==> config.mk <==
export PLATFORM = sky130hd
export DESIGN_NAME = fifo_queue_with_reverse_core
export DESIGN_NICKNAME = d
export VERILOG_FILES = /design/src/hdl/fqr_pkg.sv /design/src/hdl/fqr_ram.sv /design/src/hdl/fifo_queue_with_reverse_core.sv
export SDC_FILE = /design/constraint.sdc
export NUM_CORES = 2
export LEC_CHECK = 0
export ABC_AREA = 1
export BUFFER_PORTS_ARGS = -buffer_cell sky130_fd_sc_hd__clkbuf_2
export CORE_AREA = 10 10 431 433
export DETAILED_ROUTE_END_ITERATION = 8
export DIE_AREA = 0 0 441 443
export PLACE_DENSITY = 0.79
export SYNTH_ARGS = -nofsm -noshare
export SYNTH_HDL_FRONTEND = slang
export SYNTH_SLANG_ARGS = --single-unit
==> constraint.sdc <==
create_clock -name i_clk -period 3.95 [get_ports i_clk]
set_input_delay 0.1975 -clock i_clk [delete_from_list [all_inputs] [get_ports i_clk]]
set_output_delay 0.1975 -clock i_clk [all_outputs]
set_load 0.01 [all_outputs]
==> src/hdl/fqr_pkg.sv <==
// Package with operation codes, status codes and controller states of the reversible queue.
package fqr_pkg;

    localparam int DATA_W = 32;

    localparam logic [2:0] MODE_ENQ  = 3'd0;
    localparam logic [2:0] MODE_DEQ  = 3'd1;
    localparam logic [2:0] MODE_PEEK = 3'd2;
    localparam logic [2:0] MODE_DISP = 3'd3;
    localparam logic [2:0] MODE_REV  = 3'd4;

    localparam logic [1:0] STAT_OK    = 2'd0;
    localparam logic [1:0] STAT_EMPTY = 2'd1;
    localparam logic [1:0] STAT_FULL  = 2'd2;

    typedef enum logic {
        S_IDLE,
        S_READ
    } t_state;

endpackage

==> src/hdl/fqr_ram.sv <==
// Generic single-write, single-read RAM with registered read data.
module fqr_ram #(
    parameter int WIDTH = 32,
    parameter int DEPTH = 64
) (
    input  logic                     i_clk,
    input  logic                     i_we,
    input  logic [$clog2(DEPTH)-1:0] i_waddr,
    input  logic [WIDTH-1:0]         i_wdata,
    input  logic                     i_re,
    input  logic [$clog2(DEPTH)-1:0] i_raddr,
    output logic [WIDTH-1:0]         o_rdata
);

    logic [WIDTH-1:0] r_mem [DEPTH];
    logic [WIDTH-1:0] r_rdata;

    always_ff @(posedge i_clk) begin
        if (i_we) begin
            r_mem[i_waddr] <= i_wdata;
        end
        if (i_re) begin
            r_rdata <= r_mem[i_raddr];
        end
    end

    assign o_rdata = r_rdata;

endmodule

==> src/hdl/fifo_queue_with_reverse_core.sv <==
// Top level of the bounded FIFO with constant-time reverse, kept in a ring RAM.
//
//  channel   ports                              handshake
//  -------   --------------------------------   ------------------------------
//  command   i_mode, i_value                    i_start high while o_busy low
//  result    o_status, o_data, o_last           o_valid high with each word
//
//  Enqueue, reverse and error results appear in the cycle after the command; the
//  block stays ready. Dequeue and peek read the ring RAM (registered read data)
//  and give their word through the result register, busy while in the read state.
//  Display streams one word per cycle from the read state, paced by the single
//  RAM read port, with its first word timed like a dequeue result.
//  Reset empties the queue at once. The receiver cannot stall results.
module fifo_queue_with_reverse_core
    import fqr_pkg::*;
#(
    parameter int DEPTH = 64
) (
    input  logic                     i_clk,
    input  logic                     i_rst_n,
    input  logic                     i_start,
    output logic                     o_busy,
    input  logic [2:0]               i_mode,
    input  logic signed [DATA_W-1:0] i_value,
    output logic                     o_valid,
    output logic [1:0]               o_status,
    output logic signed [DATA_W-1:0] o_data,
    output logic                     o_last
);

    localparam int AW = $clog2(DEPTH);
    localparam int CW = $clog2(DEPTH + 1);

    t_state r_state, n_state;

    logic [AW-1:0]     r_front, n_front;
    logic [CW-1:0]     r_count, n_count;
    logic              r_back, n_back;
    logic [CW-1:0]     r_pos, n_pos;
    logic [CW-1:0]     r_end, n_end;
    logic              r_valid, n_valid;
    logic [1:0]        r_status, n_status;
    logic [DATA_W-1:0] r_data, n_data;
    logic              r_last, n_last;

    logic              accept;
    logic              empty;
    logic              full;
    logic              ram_we;
    logic [AW-1:0]     ram_waddr;
    logic              ram_re;
    logic [AW-1:0]     ram_raddr;
    logic [DATA_W-1:0] ram_rdata;

    function automatic logic [AW-1:0] slot_of(input logic [AW-1:0] front,
                                              input logic back,
                                              input logic [AW-1:0] pos);
        logic [AW:0] s;
        if (back) begin
            s = {1'b0, front} - {1'b0, pos};
            if (front < pos) begin
                s = s + (AW+1)'(DEPTH);
            end
        end else begin
            s = {1'b0, front} + {1'b0, pos};
            if (s >= (AW+1)'(DEPTH)) begin
                s = s - (AW+1)'(DEPTH);
            end
        end
        return s[AW-1:0];
    endfunction

    assign accept = i_start && (r_state == S_IDLE);
    assign empty  = (r_count == '0);
    assign full   = (r_count == CW'(DEPTH));

    fqr_ram #(
        .WIDTH(DATA_W),
        .DEPTH(DEPTH)
    ) u_ram (
        .i_clk  (i_clk),
        .i_we   (ram_we),
        .i_waddr(ram_waddr),
        .i_wdata(i_value),
        .i_re   (ram_re),
        .i_raddr(ram_raddr),
        .o_rdata(ram_rdata)
    );

    // next state
    always_comb begin
        n_state = r_state;
        unique case (r_state)
            S_IDLE: begin
                if (accept && !empty &&
                    (i_mode == MODE_DEQ || i_mode == MODE_PEEK || i_mode == MODE_DISP)) begin
                    n_state = S_READ;
                end
            end
            S_READ: begin
                if (r_pos == r_end) begin
                    n_state = S_IDLE;
                end
            end
            default: n_state = S_IDLE;
        endcase
    end

    // outputs and RAM control
    always_comb begin
        o_busy    = (r_state != S_IDLE);
        ram_we    = 1'b0;
        ram_waddr = slot_of(r_front, r_back, r_count[AW-1:0]);
        ram_re    = 1'b0;
        ram_raddr = r_front;
        unique case (r_state)
            S_IDLE: begin
                if (accept) begin
                    unique case (i_mode)
                        MODE_ENQ:  ram_we = !full;
                        MODE_DEQ,
                        MODE_PEEK,
                        MODE_DISP: ram_re = !empty;
                        default:   ram_re = 1'b0;
                    endcase
                end
            end
            S_READ: begin
                ram_re    = (r_pos != r_end);
                ram_raddr = slot_of(r_front, r_back, r_pos[AW-1:0]);
            end
            default: ram_re = 1'b0;
        endcase
    end

    // datapath
    always_comb begin
        n_front  = r_front;
        n_count  = r_count;
        n_back   = r_back;
        n_pos    = r_pos;
        n_end    = r_end;
        n_valid  = 1'b0;
        n_status = STAT_OK;
        n_data   = '0;
        n_last   = 1'b1;
        unique case (r_state)
            S_IDLE: begin
                if (accept) begin
                    n_pos = CW'(1);
                    n_end = CW'(1);
                    unique case (i_mode)
                        MODE_ENQ: begin
                            n_valid = 1'b1;
                            if (full) begin
                                n_status = STAT_FULL;
                            end else begin
                                n_count = r_count + 1'b1;
                            end
                        end
                        MODE_DEQ, MODE_PEEK: begin
                            if (empty) begin
                                n_valid  = 1'b1;
                                n_status = STAT_EMPTY;
                            end else if (i_mode == MODE_DEQ) begin
                                n_front = slot_of(r_front, r_back, AW'(1));
                                n_count = r_count - 1'b1;
                            end
                        end
                        MODE_DISP: begin
                            n_end = r_count;
                            if (empty) begin
                                n_valid  = 1'b1;
                                n_status = STAT_EMPTY;
                            end
                        end
                        MODE_REV: begin
                            n_valid = 1'b1;
                            if (empty) begin
                                n_status = STAT_EMPTY;
                            end else begin
                                n_front = slot_of(r_front, r_back, AW'(r_count - 1'b1));
                                n_back  = !r_back;
                            end
                        end
                        default: n_valid = 1'b0;
                    endcase
                end
            end
            S_READ: begin
                n_valid = 1'b1;
                n_data  = ram_rdata;
                n_last  = (r_pos == r_end);
                if (r_pos != r_end) begin
                    n_pos = r_pos + 1'b1;
                end
            end
            default: n_valid = 1'b0;
        endcase
    end

    always_ff @(posedge i_clk) begin
        if (!i_rst_n) begin
            r_state <= S_IDLE;
            r_front <= '0;
            r_count <= '0;
            r_back  <= 1'b0;
            r_valid <= 1'b0;
        end else begin
            r_state <= n_state;
            r_front <= n_front;
            r_count <= n_count;
            r_back  <= n_back;
            r_valid <= n_valid;
        end
        r_pos    <= n_pos;
        r_end    <= n_end;
        r_status <= n_status;
        r_data   <= n_data;
        r_last   <= n_last;
    end

    assign o_valid  = r_valid;
    assign o_status = r_status;
    assign o_data   = r_data;
    assign o_last   = r_last;

endmodule

# --- Word-level counts from Yosys, hierarchy flattened ---
# Memories as Yosys holds them, arrays and structs flattened. A register that Yosys moved wholly into a read port is not among the register bits.
# Cells that the tools add are included.
word_totals:
  register_bits: 65
  latch_bits: 0
  mem_bits_rw: 2048
  mem_bits_ro: 0
  in_bits: 38
  wordCells: 118
  mem_count: 1
memory_table:
  columns: ["memory", "words", "word_bits", "read_ports", "rd_ports_with_merged_regs", "wr", "line", "text"]
  rows:
  - ["u_ram.r_mem", 64, 32, 1, 1, 1, "fqr_ram.sv:15", "logic [WIDTH-1:0] r_mem [DEPTH];"]
classes:
  add_sub_neg: 19
  mul: 0
  n_div: 0
  n_lt_le_gt_ge: 8
  n_eq_ne: 13
  shifts: 0
  muxes: 42
  n_bitwise: 3
  reduce_logical: 22
ops:
  columns: ["cell", "count"]
  rows:
  - ["6-bit two-way mux", 16]
  - ["7-bit two-way mux", 5]
  - ["6-bit by 1-bit subtractor with 6-bit output (second input constant)", 5]
  - ["7-bit greater-or-equal comparator (second input constant)", 4]
  - ["7-bit one-hot mux with 2 select lines", 2]
  - ["6-bit by 1-bit adder with 6-bit output (second input constant)", 4]
  - ["6-bit by 6-bit adder with 7-bit output", 3]
  - ["6-bit < comparator", 3]
  - ["6-bit subtractor", 3]
  - ["7-bit by 1-bit adder with 7-bit output (second input constant)", 2]
  - ["1-bit two-way mux", 12]
  - ["6-bit one-hot mux with 2 select lines", 1]
  - ["6-bit AND reduction", 2]
  - ["2-bit != test (second input constant)", 5]
  - ["1-bit one-hot mux with 2 select lines", 4]
  - ["6-bit by 1-bit adder with 7-bit output (second input constant)", 1]
  - ["7-bit equality test", 1]
  - ["7-bit equality test (second input constant)", 1]
  - ["7-bit logical NOT", 1]
  - ["7-bit != test", 1]
  - ["7-bit by 1-bit subtractor with 7-bit output (second input constant)", 1]
  - ["3-bit by 2-bit equality test with 1-bit output (second input constant)", 2]
  - ["6-bit by 1-bit < comparator with 1-bit output (second input constant)", 1]
  - ["2-bit OR reduction", 3]
  - ["15 further kinds", 24]

# --- Longest topological paths before layout ---
depth:
  ltp_word: 7
  depth_mapped: 21

# --- By module ---
# A second synthesis with hierarchy kept.
hier_totals:
  hier_cells: 7235
  area_unflattened_um2: 86704.4
modules_own_cells:
  columns: ["mod", "instances", "cells_per_inst", "area_per_inst_um2"]
  rows:
  - ["fqr_ram", 1, 6769, 83058.4]
  - ["fifo_queue_with_reverse_core", 1, 466, 3646.0]

# --- Worst setup path before layout ---
# No wires, ideal clock.
synth_timing:
  path_kind: "flip-flop to flip-flop"
  startpoint: "register r_count[0]"
  endpoint: "memory u_ram.r_mem[32][0] (enable)"
  setup_time_ns: 0.421
  arrival_time_ns: 3.762
  t_required_ns: 3.529
  setup_slack_ns: -0.233
  path_stages_with_launch: 16
  n_path_buf: 0
  synth_period_minus_slack_ns: 4.183
  cell_sequence: "dfxtp_1 inv_1 ha_1 inv_1 o21ai_0 inv_1 ha_1 nand2_1 o21ai_0 nand2_1 nand2_1 a21oi_1 xor2_1 nor2_1 nand2_1 nor2_1"
synth_between:
  elab_chain_cells: 7
  word_cells_on_any_way: 16
  cone_classes: "add/sub (4); order compare (2); eq/ne (1); mux (8); reduce/logical (1)"
synth_rtl:
  columns: ["item", "line", "text"]
  rows:
  - ["start: declaration", "fifo_queue_with_reverse_core.sv:37", "logic [CW-1:0] r_count, n_count;"]
  - ["start signal: assignment", "fifo_queue_with_reverse_core.sv:212", "r_count <= n_count;"]
  - ["branches (longest 7 deep; another with 6-bit by 6-bit adder with 7-bit output)", null, null]
  - ["end: declaration", "fqr_ram.sv:15", null]
# Parallel ways; which one is timed is not known.

# --- Final worst setup path ---
layout_timing:
  startpoint: "register r_pos[1]"
  endpoint: "register u_ram.r_rdata[31] (netlist: u_ram.o_rdata[31]), read port of u_ram.r_mem, data pin"
layout_between:
  elab_chain_cells: 5
  word_cells_on_any_way: 12
  cone_classes: "add/sub (4); order compare (2); eq/ne (1); mux (5)"
layout_rtl:
  columns: ["item", "line", "text"]
  rows:
  - ["start: declaration", "fifo_queue_with_reverse_core.sv:39", "logic [CW-1:0] r_pos, n_pos;"]
  - ["start signal: assignment", "fifo_queue_with_reverse_core.sv:216", "r_pos <= n_pos;"]
  - ["6-bit by 6-bit adder with 7-bit output / 6-bit subtractor (equally long branches)", "fifo_queue_with_reverse_core.sv:65, fifo_queue_with_reverse_core.sv:60", null]
  - ["6-bit by 1-bit subtractor with 6-bit output (tied with other cells)", "fifo_queue_with_reverse_core.sv:67", "s = s - (AW+1)'(DEPTH);"]
  - ["6-bit two-way mux, on equally long branches", "fifo_queue_with_reverse_core.sv:66, fifo_queue_with_reverse_core.sv:61", null]
  - ["6-bit two-way mux", "fifo_queue_with_reverse_core.sv:59", "if (back) begin"]
  - ["6-bit two-way mux", "fifo_queue_with_reverse_core.sv:116", "unique case (r_state)"]
  - ["end: declaration", "fqr_ram.sv:16", "logic [WIDTH-1:0] r_rdata;"]
# Several ways; a longest one is shown, not always the timed one.
# A chain may end at the register's enable or synchronous reset.

==> flow_summary.ini <==
[status]
status = finished clean

[timing]
slew_violations = 0
timing.slew.headroom_pct = 12.2
setup_viol = 0
finalHoldViolations = 0
rsz0062_at_grt = yes
min_period_over_period_pct = 99.8
fmax_mhz = 254
tightestPinTransition_ns = 1.32
layout_min_cycle_time_ns = 3.94
finClkSkew_ns = 0.0358

[power_and_ir_drop]
internal_power_mw = 38.2
clkPwrFrac_pct = 37.9
switching_share_pct = 26.2
p_sw_mw = 13.6
p_seq_share_pct = 48.7
comb_power_share_pct = 13.4
p_leak_nw = 40.3
powerDensity_mw_per_mm2 = 503
ir_drop_uv = 529

[setup_path]
regToRegStartpoint = r_pos[1]
reg2reg_slack_ns = 0.009
crit_type = flip-flop to flip-flop
endpoint_kind = flip-flop
required_ns = 4.55
startpoint = r_pos[1]
crit_arrival_ns = 4.54
worstPathCellList = inv_1 -> ha_1 -> o21ai_2 -> inv_1 -> fa_1 -> o21ai_4 -> buf_12 -> clkinv_16 -> buf_12 -> buf_16 -> buf_4 -> nand2_1 -> nand2_1 -> nand2_1 -> nand2_1 -> nand2_1 -> nand3_1 -> nand3_2 -> nand2_1
crit_path_top_delay_cell = fa_1
cpMostUsedCell = nand2_1
start_kind = flip-flop
crit_path_max_incr_delay_ns = 0.48
reg2reg_depth = 19
r2r_end = u_ram.o_rdata[31]
crit_fanout = 20

[routing]
met2WireLength_um = 115000
top_layer_used = met5
viasPerCell = 5.76
detail_route.wl_per_cell_um = 22.7
met1Wirelength_um = 90000
num_vias = 63742
drc_errors = 0
detail-route-antenna-nets = 0
wl_met3_um = 34200
first_pass_iters = 7
drtIter0Drc = 9605
drt-total-wl_um = 252000

[die]
initial_core_util_pct = 50.7
coreArea_mm2 = 0.177
die-area_mm2 = 0.195
die_y_um = 443
die_w_um = 441
io_pins = 75
num_rows = 155

[synth]
synth_nets = 8382
synth_top_family_by_area = simple AND/OR/NAND/NOR gates
yosys-top-cells-area = edfxtp_1 70%, nand2_1 14%, nand3_1 2.4%, inv_1 2.3%, o21ai_0 2.3%
synth_xor_area_share_pct = 0.302
muxShareOfSynthArea_pct = 0
synth_top_cell_by_area = edfxtp_1
avgSynthCellArea_um2 = 10.8
synth_seq_area_share_pct = 71.0
syn_area_mm2 = 0.0900
synth-simple-area-share_pct = 18.5
synth_top_area_share_pct = 69.9
yosys_register_bits = 2145
yosysUniqueCellTypes = 35
synth_compound_area_share_pct = 4.96
syn-instance-count = 8318
synthAdderAreaFrac_pct = 0.387
yosys_warnings = 0

[layout]
fin_nets = 8610
multiInputGateArea_mm2 = 0.0224
final_util_pct = 58.1
seq_area_mm2 = 0.0639
area_growth_pct = 14.5
nFillCells = 13213
fin_area_mm2 = 0.103
num_antenna_cells = 0
drive_above_1_share_pct = 9.89

[global_route]
grt_first_pass_wirelength_um = 371000
grt_max_degree = 73
first_global_vias = 61425
grt_usage_pct = 24.8
grt_overflow = 0
antenna_found_initial = 6

[placed_design]
place_area_mm2 = 0.0959
io_buffers = 74
gp_congestion = 0.906
hpwlAfterDp_um = 149000

[worst_hold_path]
worstHoldStart = i_value[3]
hold_path_class = input port to flip-flop
whs_endpoint = u_ram.r_mem[60][3]
whs_path_depth = 1

[clocking]
cts_root_buffer = clkbuf_16
cts_tree = yes
clkLatencyLatePin_ns = 0.88
cts_buffer_depth = 3
clk_pin_slew_ns = 0.07
htree_num_levels = 4
cts_buffers = 202
clkSinkCount = 2145

[job]
max_cap_violations = 0
per-stage QoR:
| step | hold slack [ns] | instances | setup WS (ns) | setup TNS [ns] | power (mW) |
|---|---|---|---|---|---|
| after global routing | 0.0985 | 11072 | -0.137 | -0.237 | 53.2 |
| after detailed placement | 0.434 | 10666 | -0.346 | -0.764 | 32.2 |
| after global placement | 0.416 | 10666 | -0.174 | -0.340 | 32.0 |
| after CTS | 0.0128 | 11052 | 0.00340 | 0 | 51.5 |
| after floorplan | 0.275 | 8318 | -0.233 | -450.11 | 29.3 |
| final | 0.0521 | 11072 | 0.00899 | 0 | 51.8 |
repair_timing:
| action | CTS | global route |
|---|---|---|
| hold endpoints to repair | 33 | 0 |
| hold buffers | 10 | 0 |
| setup buffers | 0 | 13 |
| gates resized for setup | 4 | 30 |
| cloned | 1 | 7 |
| endpoints found under the setup margin | 12 | 486 |
| pin swaps | 0 | 6 |
layout make-up:
cell class                      instances  share of cell area [%]
Inverter                              547                    2.04
Tap cell                             2355                    2.86
Sequential cell                      2145                    62.0
Clock buffer                          241                    5.15
Timing Repair Buffer                  472                    4.85
Timing Repair inverter                  3                  0.0279
Clock inverter                        134                    1.32
Multi-Input combinational cell       5175                    21.7
cells in the mapped netlist, drive strengths merged:
master	n
a31oi	1
nor2	426
ha	23
clkinv	1
dfxtp	51
xor2	18
fa	3
nand4	5
nand2	3399
o211ai	98
nor3	8
inv	546
o22ai	1
a21oi	29
nand3b	1
a211oi	1
xnor2	13
clkbuf	115
buf	338
or2	1
o21a	1
o21ai	703
nand3	439
o31ai	1
nor4	2
edfxtp	2094
worst max-delay path by stage:
stage / end / slack (ns)
2_1_floorplan: u_ram.r_mem[32][0] / -0.23
5_1_grt: u_ram.o_rdata[31] / -0.14
6_report: u_ram.o_rdata[31] / 0.009
3_5_place_dp: u_ram.o_rdata[10] / -0.35
3_3_place_gp: u_ram.o_rdata[11] / -0.17
4_1_cts: u_ram.o_rdata[15] / 0.003
per-layer routing:
layer,vias up,GRT usage (%)
li1,28251,-
met1,30243,32.6
met2,4616,38.4
met3,630,6.21
met4,2,12.4
met5,-,0.0744
power by group through the flow:
| stage | logic, mW | clock network (mW) | registers, mW |
|---|---|---|---|
| after global placement | 6.33 | 0 | 25.7 |
| after global routing | 7.46 | 20.6 | 25.2 |
| final | 6.95 | 19.6 | 25.2 |
| after floorplan | 3.63 | 0 | 25.7 |
| after detailed placement | 6.50 | 0 | 25.7 |
| after CTS | 6.63 | 19.7 | 25.2 |
worst max-delay path: cells and delay by family, from the launching register on:
family	cells	cell delay (ns)
fa+ha+maj	2	0.73
flops	1	0.44
buf+inv	7	1.15
simple gates	8	0.96
compound gates	2	0.37
layout by cell type, fill, tap and decap left out, types with 4 or more instances in the layout:
master / instances
bufinv_16: 23
buf_6: 4
xnor2_1: 13
clkbuf_2: 74
inv_1: 542
dlygate4sd3_1: 10
xor2_1: 18
clkinv_2: 37
nand3_1: 433
nor3_1: 8
clkinv_8: 4
nand4_1: 5
ha_1: 22
a21oi_1: 27
clkbuf_1: 32
buf_4: 259
dfxtp_1: 49
clkinvlp_4: 9
clkbuf_16: 208
o21ai_4: 5
buf_12: 119
nor2_4: 66
inv_6: 9
o211ai_1: 98
nand3_2: 4
nand2_2: 8
clkinv_1: 47
edfxtp_1: 2094
o21ai_1: 293
nor2_1: 361
clkbuf_8: 4
clkinv_4: 4
o21ai_0: 403
nand2_1: 3390
logic make-up after synthesis:
kind of cell	after synthesis
simple gates	4281
xor+xnor	31
buf+inv	1000
fa+ha+maj	26
flops	2145
compound gates	835
registers in the layout, indices dropped and copies added, names as in the netlist:
name,count
o_valid,1
o_last,1
r_back,1
o_status,2
u_ram.r_mem,2048
r_end,7
u_ram.o_rdata,32
r_pos,7
o_busy,1
r_count,7
r_front,6
o_data,32
No activity file was read; power rests on OpenSTA's default activity.
